File: src/sv/sorted_unique_cursor_set_core_assert.svh
// Assertion macros shared by the sorted unique cursor set RTL.
`ifndef SORTED_UNIQUE_CURSOR_SET_CORE_ASSERT_SVH
`define SORTED_UNIQUE_CURSOR_SET_CORE_ASSERT_SVH

// Same-cycle implication, disabled during reset.
`define SUCS_ASSERT_IMPL(lbl, ck, rst_n, ante, cons, msg) \
	lbl: assert property (@(posedge ck) disable iff (!rst_n) (ante) |-> (cons)) \
		else $error(msg);

// Next-cycle implication, disabled during reset.
`define SUCS_ASSERT_NEXT(lbl, ck, rst_n, ante, cons, msg) \
	lbl: assert property (@(posedge ck) disable iff (!rst_n) (ante) |=> (cons)) \
		else $error(msg);

`endif

File: src/sv/sucs_pkg.sv
// Types and constants for the sorted unique cursor set.
`timescale 1ns / 1ps

package sucs_pkg;

	localparam int OFFSET_W = 24;

	typedef struct packed {
		logic [OFFSET_W-1:0] cursor_offset;
		logic                batch_end;
	} sucs_in_t;

	typedef struct packed {
		logic [OFFSET_W-1:0] sorted_offset;
		logic                final_result;
		logic                capacity_exceeded;
	} sucs_out_t;

	typedef struct packed {
		logic insert;
		logic shift_out;
	} sucs_ctrl_t;

	typedef enum logic [1:0] {
		ST_ACCEPT = 2'b01,
		ST_EMIT   = 2'b10
	} sucs_state_t;

endpackage

File: src/sv/sucs_cell.sv
// One compare-and-shift cell of the sorted store.
`timescale 1ns / 1ps

module sucs_cell import sucs_pkg::*; #(
	parameter int W = 24
) (
	input  logic         clk,
	input  logic         arst_n,
	input  sucs_ctrl_t   ctrl,
	input  logic [W-1:0] new_value,
	input  logic [W-1:0] prev_value,
	input  logic         prev_valid,
	input  logic         prev_lt,
	input  logic [W-1:0] next_value,
	input  logic         next_valid,
	output logic [W-1:0] value,
	output logic         valid,
	output logic         lt,
	output logic         eq
);

	logic [W-1:0] value_q;
	logic         valid_q;

	assign lt    = valid_q && (value_q < new_value);
	assign eq    = valid_q && (value_q == new_value);
	assign value = value_q;
	assign valid = valid_q;

	always_ff @(posedge clk) begin
		if (ctrl.insert) begin
			if (!lt) begin
				value_q <= prev_lt ? new_value : prev_value;
			end
		end else if (ctrl.shift_out) begin
			value_q <= next_value;
		end
	end

	always_ff @(posedge clk or negedge arst_n) begin
		if (!arst_n) begin
			valid_q <= 1'b0;
		end else if (ctrl.insert) begin
			if (!lt) begin
				valid_q <= prev_lt ? 1'b1 : prev_valid;
			end
		end else if (ctrl.shift_out) begin
			valid_q <= next_valid;
		end
	end

endmodule

File: src/sv/sorted_unique_cursor_set_core.sv
// Sorted unique cursor set: a batch of offsets in, distinct offsets out in ascending order.
// Offsets are held in a row of MAX_ENTRIES compare-and-shift cells kept in ascending order.
// While a batch is collected one offset is accepted every cycle; each is compared against
// all cells at once, dropped if already held, otherwise inserted with the larger entries
// moving one cell up. A distinct offset arriving with the store full is dropped and flagged
// on the batch's final result. The transaction carrying batch_end starts emission: the row
// shifts toward cell 0 and one result leaves per cycle while the output is not stalled;
// no input is accepted until the batch has drained. The store is empty again after the
// final result. Only the low OFFSET_BITS bits of an offset are kept.
`timescale 1ns / 1ps

`include "sorted_unique_cursor_set_core_assert.svh"

module sorted_unique_cursor_set_core import sucs_pkg::*; #(
	parameter int MAX_ENTRIES = 32,
	parameter int OFFSET_BITS = 24
) (
	input  logic      clk,
	input  logic      arst_n,
	input  logic      item_valid,
	output logic      item_ready,
	input  sucs_in_t  item,
	output logic      result_valid,
	input  logic      result_ready,
	output sucs_out_t result
);

	sucs_state_t              state_q;
	logic                     ovf_q;
	logic                     out_valid_q;
	sucs_out_t                out_q;

	logic [OFFSET_BITS-1:0]   new_value;
	logic [OFFSET_BITS-1:0]   cell_value [MAX_ENTRIES];
	logic [MAX_ENTRIES-1:0]   cell_valid;
	logic [MAX_ENTRIES-1:0]   cell_lt;
	logic [MAX_ENTRIES-1:0]   cell_eq;
	sucs_ctrl_t               ctrl;

	logic in_fire;
	logic dup;
	logic full;
	logic load;
	logic last_entry;

	assign new_value  = OFFSET_BITS'(item.cursor_offset);
	assign item_ready = (state_q == ST_ACCEPT);
	assign in_fire    = item_valid && item_ready;
	assign dup        = |cell_eq;
	assign full       = cell_valid[MAX_ENTRIES-1];
	assign load       = (state_q == ST_EMIT) && (!out_valid_q || result_ready);
	assign last_entry = !cell_valid[1];

	assign ctrl.insert    = in_fire && !dup && !full;
	assign ctrl.shift_out = load;

	for (genvar i = 0; i < MAX_ENTRIES; i++) begin : g_cell
		logic [OFFSET_BITS-1:0] p_value;
		logic                   p_valid;
		logic                   p_lt;
		logic [OFFSET_BITS-1:0] n_value;
		logic                   n_valid;

		if (i == 0) begin : g_head
			assign p_value = '0;
			assign p_valid = 1'b0;
			assign p_lt    = 1'b1;
		end else begin : g_body
			assign p_value = cell_value[i-1];
			assign p_valid = cell_valid[i-1];
			assign p_lt    = cell_lt[i-1];
		end

		if (i == MAX_ENTRIES - 1) begin : g_tail
			assign n_value = '0;
			assign n_valid = 1'b0;
		end else begin : g_mid
			assign n_value = cell_value[i+1];
			assign n_valid = cell_valid[i+1];
		end

		sucs_cell #(
			.W (OFFSET_BITS)
		) u_cell (
			.clk        (clk),
			.arst_n     (arst_n),
			.ctrl       (ctrl),
			.new_value  (new_value),
			.prev_value (p_value),
			.prev_valid (p_valid),
			.prev_lt    (p_lt),
			.next_value (n_value),
			.next_valid (n_valid),
			.value      (cell_value[i]),
			.valid      (cell_valid[i]),
			.lt         (cell_lt[i]),
			.eq         (cell_eq[i])
		);
	end

	always_ff @(posedge clk or negedge arst_n) begin
		if (!arst_n) begin
			state_q <= ST_ACCEPT;
			ovf_q   <= 1'b0;
		end else begin
			case (state_q)
				ST_ACCEPT: begin
					if (in_fire && !dup && full) begin
						ovf_q <= 1'b1;
					end
					if (in_fire && item.batch_end) begin
						state_q <= ST_EMIT;
					end
				end
				ST_EMIT: begin
					if (load && last_entry) begin
						state_q <= ST_ACCEPT;
						ovf_q   <= 1'b0;
					end
				end
				default: begin
					state_q <= ST_ACCEPT;
				end
			endcase
		end
	end

	always_ff @(posedge clk or negedge arst_n) begin
		if (!arst_n) begin
			out_valid_q <= 1'b0;
		end else if (load) begin
			out_valid_q <= 1'b1;
		end else if (result_ready) begin
			out_valid_q <= 1'b0;
		end
	end

	always_ff @(posedge clk) begin
		if (load) begin
			out_q.sorted_offset     <= OFFSET_W'(cell_value[0]);
			out_q.final_result      <= last_entry;
			out_q.capacity_exceeded <= last_entry && ovf_q;
		end
	end

	assign result_valid = out_valid_q;
	assign result       = out_q;

	`SUCS_ASSERT_IMPL(a_emit_nonempty, clk, arst_n, state_q == ST_EMIT, cell_valid[0],
		"emission started with an empty store")
	`SUCS_ASSERT_NEXT(a_final_clears, clk, arst_n, load && last_entry,
		state_q == ST_ACCEPT && !cell_valid[0] && !ovf_q,
		"store not empty after final transaction")
	`SUCS_ASSERT_IMPL(a_head_sorted, clk, arst_n, cell_valid[1],
		cell_valid[0] && (cell_value[0] < cell_value[1]),
		"head cells out of order")
	`SUCS_ASSERT_IMPL(a_no_insert_emit, clk, arst_n, state_q == ST_EMIT, !ctrl.insert,
		"insert during emission")

endmodule

File: config.mk
export PLATFORM = sky130hd
export DESIGN_NAME = sorted_unique_cursor_set_core
export DESIGN_NICKNAME = d
export VERILOG_FILES = /design/src/sv/sucs_pkg.sv /design/src/sv/sucs_cell.sv /design/src/sv/sorted_unique_cursor_set_core.sv
export VERILOG_INCLUDE_DIRS = /design/src /design/src/sv
export SDC_FILE = /design/constraint.sdc
export NUM_CORES = 2
export LEC_CHECK = 0
export BUFFER_PORTS_ARGS = -buffer_cell sky130_fd_sc_hd__buf_4
export CAP_MARGIN = 25
export CORE_MARGIN = 1.5
export CORE_UTILIZATION = 60
export DETAILED_ROUTE_END_ITERATION = 6
export GPL_TIMING_DRIVEN = 0
export PLACE_DENSITY = 0.76
export SETUP_SLACK_MARGIN = 0.1
export SYNTH_ARGS = -nofsm -noshare
export SYNTH_HDL_FRONTEND = slang
export SYNTH_SLANG_ARGS = --single-unit
File: constraint.sdc
create_clock -name clk -period 12.4 [get_ports clk]
set_clock_uncertainty 0.05 [all_clocks]
set_input_delay 0.62 -clock clk [delete_from_list [all_inputs] [get_ports clk]]
set_output_delay 0.62 -clock clk [all_outputs]
set_load 0.05 [all_outputs]
======== Word-level counts from Yosys, hierarchy flattened ========
Index checks and enable logic that the tools add are counted.
storage, ports and cells
  register bits ........................... 830
  bits in latches ......................... 0
  RAM bits ................................ 0
  ROM bits ................................ 0
  memories kept ........................... 0
cells by class
  add/subtract/negate cells ............... 0
  multipliers ............................. 0
  div/mod/pow operators ................... 0
  order comparisons ....................... 32
  equality and inequality tests ........... 69
  shifts and indexed selects .............. 0
  mux-type cells .......................... 262
  bitwise operators ....................... 0
  reductions and logical operators ........ 115
operator list
  kind                  count
  $mux W24              127
  $eq A24 B24 Y1        32
  $lt A24 B24 Y1        32
  $mux W1               131
  $logic_and A1 B1 Y1   72
  $reduce_and A2 Y1     33
  $ne A2 B2 Y1 const B  32
  $reduce_or A32 Y1     1
  $ne A2 B1 Y1 const B  3
  $reduce_bool A2 Y1    3
  $logic_not A1 Y1      4
  $mux W2               2
  $pmux W2 S2           1
  $reduce_and A3 Y1     1
  $eq A2 B1 Y1 const B  1
  $eq A2 B2 Y1 const B  1
  $pmux W1 S2           1
  $logic_or A1 B1 Y1    1

======== Depth between registers and ports, before layout ========
  word-level depth ........................ 8
  gate-level depth with buffers ........... 14
  gate-level depth less buffers ........... 11

======== Modules after synthesis ========
Synthesis repeated with hierarchy kept, for this count alone.
unflattened totals
  cells, all modules ...................... 6,555
  area, all modules ....................... 62,568.8 µm²
by module, submodules not included
  module                         instances  cells each  area each (µm²)
  sucs_cell                      32         203         1,921.8
  sorted_unique_cursor_set_core  1          59          1,069.8

======== Worst setup path before layout ========
No wires, ideal clock.
  kind .................................... input to register
  from .................................... input item[19] (netlist bit)
  to ...................................... register g_cell[13].u_cell.value_q[0] (enable)
  data arrival time ....................... 4.816 ns
  setup slack ............................. 7.096 ns
  stages .................................. 11
  buffers on the path ..................... 2
  cell sequence ........................... inv_1 > ha_1 > and4_1 > and3_1 > nand3_1 > nor2_1 > nor4_1 > nand4b_2 > buf_2 > buf_2 > o21ai_0
between the ends
  word-level cells in the longest chain between the ends .. 8
  elaborated cells between the ends (all ways) .. 73
  classes of those cells .................. order compare (1); eq/ne (33); reduce/logical (39)
RTL lines
  what                                                                 RTL line                             RTL
  start, declared                                                      sorted_unique_cursor_set_core.sv:22  input sucs_in_t item,
  $eq A24 B24 Y1                                                       sucs_cell.sv:26                      assign eq = valid_q && (value_q == new_value);
  $logic_and A1 B1 Y1                                                  sucs_cell.sv:26
  $reduce_or A32 Y1                                                    sorted_unique_cursor_set_core.sv:49  assign dup = |cell_eq;
  $logic_not A1 Y1                                                     sorted_unique_cursor_set_core.sv:54  assign ctrl.insert = in_fire && !dup && !full;
  $logic_and A1 B1 Y1 (2 in series)                                    sorted_unique_cursor_set_core.sv:54
  $ne A2 B2 Y1 (no source line) or $reduce_bool A2 Y1 (tied branches)  n/a
  $reduce_and A2 Y1 (no source line) (*)                               n/a
  end signal, assigned                                                 sucs_cell.sv:33                      value_q <= prev_lt ? new_value : prev_value;
  end signal, assigned                                                 sucs_cell.sv:36                      value_q <= next_value;
  end, declared                                                        sucs_cell.sv:22                      logic [W-1:0] value_q;
Mark *: on every way between the ends. The rest lies on a longest branch, timed or not.
A chain may end at the register's enable or synchronous reset.

======== Final worst setup path ========
  from .................................... input item[24] (netlist bit)
  to ...................................... register g_cell[1].u_cell.value_q[9] (enable)
between the ends
  word-level cells in the longest chain between the ends .. 8
  elaborated cells between the ends (all ways) .. 73
  classes of those cells .................. order compare (1); eq/ne (33); reduce/logical (39)
RTL lines
  what                                                                 RTL line
  $eq A24 B24 Y1                                                       sucs_cell.sv:26
  $logic_and A1 B1 Y1                                                  sucs_cell.sv:26
  $reduce_or A32 Y1                                                    sorted_unique_cursor_set_core.sv:49
  $logic_not A1 Y1                                                     sorted_unique_cursor_set_core.sv:54
  $logic_and A1 B1 Y1 (2 in series)                                    sorted_unique_cursor_set_core.sv:54
  $ne A2 B2 Y1 (no source line) or $reduce_bool A2 Y1 (tied branches)  n/a
  $reduce_and A2 Y1 (no source line) (*)                               n/a
  end signal, assigned                                                 sucs_cell.sv:33
  end signal, assigned                                                 sucs_cell.sv:36
  end, declared                                                        sucs_cell.sv:22
Marks and branches as above.

==> results.sh <==
export IMPL_status="finished clean"
export IMPL_critPathMaxStageDelay_ps=710
export IMPL_synthTopCellsByArea="edfxtp_1 39%, ha_1 16%, mux2i_1 11%, a21oi_2 9.9%, nor2_1 5.1%"
export IMPL_cts_root_buf="clkbuf_16"
export IMPL_yosysSeqAreaShare_pct=40.27
export IMPL_gr_usage_met1_pct=55.39
export IMPL_slew_headroom_pct=19.86
export IMPL_finalSetupTns_ps=0
export IMPL_ioPinCount=57
export IMPL_final_layout_size_suffix_gt1_share_pct=21.66
export IMPL_multi_input_area_mm2=0.03443
export IMPL_fill_cells=7841
export IMPL_grt_pass1_vias=49940
export IMPL_start_kind="input pin"
export IMPL_drc=0
export IMPL_synth_area_mm2=0.06145
export IMPL_worst_slew_pin_slew_ps=1202
export IMPL_floorplan_initialDensity_pct=60.49
export IMPL_first_iter_violations=6822
export IMPL_port_buffers=56
export IMPL_syn_instance_count=5640
export IMPL_rsz0062_at_grt="false"
export IMPL_via_per_inst=7.017
export IMPL_yosys_warnings=0
export IMPL_cp_max_fo=20
export IMPL_grt_max_degree=38
export IMPL_leakagePower_nw=27.30
export IMPL_clkTransAtPathRegs_ps=60
export IMPL_grtUsageMet2_pct=64.50
export IMPL_hp_class="in2reg"
export IMPL_drt_first_pass_iters=6
export IMPL_cellPowerDensity_mw_per_mm2=177.1
export IMPL_drv_cap=0
export IMPL_routed_wl_um=227700
export IMPL_cts_buffers=96
export IMPL_period_needed_ps=5700
export IMPL_fin_crit_sh_pct=45.97
export IMPL_seqCellArea_mm2=0.02475
export IMPL_reg2reg_depth=14
export IMPL_gr_max_usage_layer="met2"
export IMPL_grtUsageMet3_pct=11.56
export IMPL_track_usage_pct=43.06
export IMPL_clockBufferDepth=3
export IMPL_synth_edff_count=794
export IMPL_cts_htree_levels=3
export IMPL_ir_drop_mv=0.1324
export IMPL_die_x_um=323.0
export IMPL_worstSetupPathType="in2reg"
export IMPL_overflow=0
export IMPL_synth_top_area_share_pct=38.80
export IMPL_route_vias_total=51500
export IMPL_slew_violations=0
export IMPL_area_delta_synth_final_pct=11.04
export IMPL_fmax_ghz=0.1754
export IMPL_rows=117
export IMPL_synth_main_ff_cell="edfxtp_1"
export IMPL_synthesis_nets=6437
export IMPL_grt_pass1_wl_um=328800
export IMPL_clock_latency_ps=700
export IMPL_finalHoldViolations=0
export IMPL_nNetsFinal=6672
export IMPL_cp_common_cell="buf_6"
export IMPL_die_area_mm2=0.1043
export IMPL_slowest_stage="a2111oi_2"
export IMPL_syn_avg_cell_area_um2=10.90
export IMPL_critPathArrivalTime_ps=6050
export IMPL_avgRoutedWirePerCell_um=31.02
export IMPL_yosysTopAreaCell="edfxtp_1"
export IMPL_ys_types=79
export IMPL_path_cells="buf_4 > inv_2 > buf_12 > ha_1 > nand4_1 > nor4_1 > a32oi_1 > nand4_1 > a2111oi_2 > and4b_1 > buf_6 > buf_6 > buf_6 > buf_6 > nand2_1 > nand2_1 > buf_8"
export IMPL_ctsHoldBuffers=1
export IMPL_core_mm2=0.1016
export IMPL_setup_violations=0
export IMPL_cts_resized=0
export IMPL_cts_sinks=830
export IMPL_final_cell_mix="843 x nor2_1, 794 x edfxtp_1, 768 x ha_1, 692 x a21oi_2, 674 x mux2i_1"
export IMPL_tritoncts="yes"
export IMPL_ant_nets=0
export IMPL_final_common_cell="nor2_1"
export IMPL_design_area_mm2=0.06824
export IMPL_ys_seq_elements=830
export IMPL_crit_required_ps=12750
export IMPL_gp_congestion=0.9983
export IMPL_worst_hold_slack_ps=176.3
export IMPL_die_h_um=323.0
export IMPL_async_reset_ff_share_pct=4.337
export IMPL_hpwl_um=173500
export IMPL_cts_setup_buffers=0
export IMPL_holdPathStages=3
export IMPL_antenna_found_initial=14
export IMPL_endpoint_kind="flop"
export IMPL_dpl_cell_area_mm2=0.06499
==> stage by stage <==
step | setup slack (ps) | instances | utilization [%] | total power, mW
2_1_floorplan | 7096 | 5640 | - | 7.616
6_report | 6700 | 7339 | 67.16 | 12.09
4_1_cts | 6798 | 7314 | 66.91 | 11.88
3_5_place_dp | 6123 | 7134 | 63.97 | 9.094
3_3_place_gp | 3269 | 7064 | 62.58 | 8.852
5_1_grt | 6777 | 7324 | 67.13 | 12.51
==> cell families (layout without fill, tap and decap cells) <==
group	after synthesis	in the layout	share of synthesized area, %
buffers and inverters	418	734	3.828
AOI/OAI and AO/OA	1482	1482	18.07
and+or+nand+nor	1445	1445	10.79
other	0	15	0
adders and majority gates	768	768	15.64
DFF	830	830	40.27
muxes	697	697	11.40
==> final timing paths <==
check / from / end / slack (ps)
setup / recovery: item[24] / g_cell[1].u_cell.value[9] / 6700
hold / removal: result_ready / result_valid / 180
setup reg to reg: g_cell[22].u_cell.value[23] / g_cell[1].u_cell.value[9] / 7040
hold reg to reg: ovf_q / ovf_q / 460
max in group asynchronous: arst_n / state_q[1] / 11330
min in group asynchronous: arst_n / g_cell[8].u_cell.valid / 560
==> critical path, delay by kind of cell <==
family,cells,cell delay [ps]
fa+ha+maj,1,350
compound gates,2,1290
simple gates,6,1450
buf+inv,8,2300
==> flip-flops by register name (all words and copies together) (netlist names) <==
register / flops
state_q: 2
result_valid: 1
g_cell.u_cell.valid: 32
result: 26
g_cell.u_cell.value: 768
ovf_q: 1
==> routing by layer <==
metal | vias up | part of all wire [%]
li1 | 21850 | -
met1 | 24900 | 37
met2 | 3775 | 43
met3 | 955 | 13
met4 | 18 | 7.1
met5 | - | 0.054
==> synth_stat cells, types with 23 or more instances <==
cell type and count:
edfxtp_1 794, nor2_1 843, o21ai_0 148, ha_1 768
a21oi_1 304, a21oi_2 692, clkbuf_1 155, a211oi_1 26
o211ai_1 26, nand3_1 64, nor2_2 44, nand2_1 120
a21o_1 103, buf_6 89, dfrtp_1 35, nor2b_1 60
nand4_1 150, inv_1 77, mux2_2 23, nor4_1 26
o21a_1 44, nand2b_1 27, nor3_1 45, buf_2 74
mux2i_1 674
==> report_power, final <==
part | switching (mW) | total, mW | internal (mW)
registers | 0.509 | 4.31 | 3.80
clock network | 1.26 | 2.83 | 1.57
logic | 3.08 | 4.95 | 1.86
==> layout make-up <==
type	instances	area share, %
Timing Repair Buffer	137	2.868
Buffer	340	3.048
Multi-Input combinational cell	4392	50.46
Clock buffer	120	3.761
Clock inverter	59	0.6088
Tap cell	1368	2.508
Antenna cell	15	0.05501
Inverter	78	0.4291
Sequential cell	830	36.26
No activity file was read; power rests on OpenSTA's default activity.
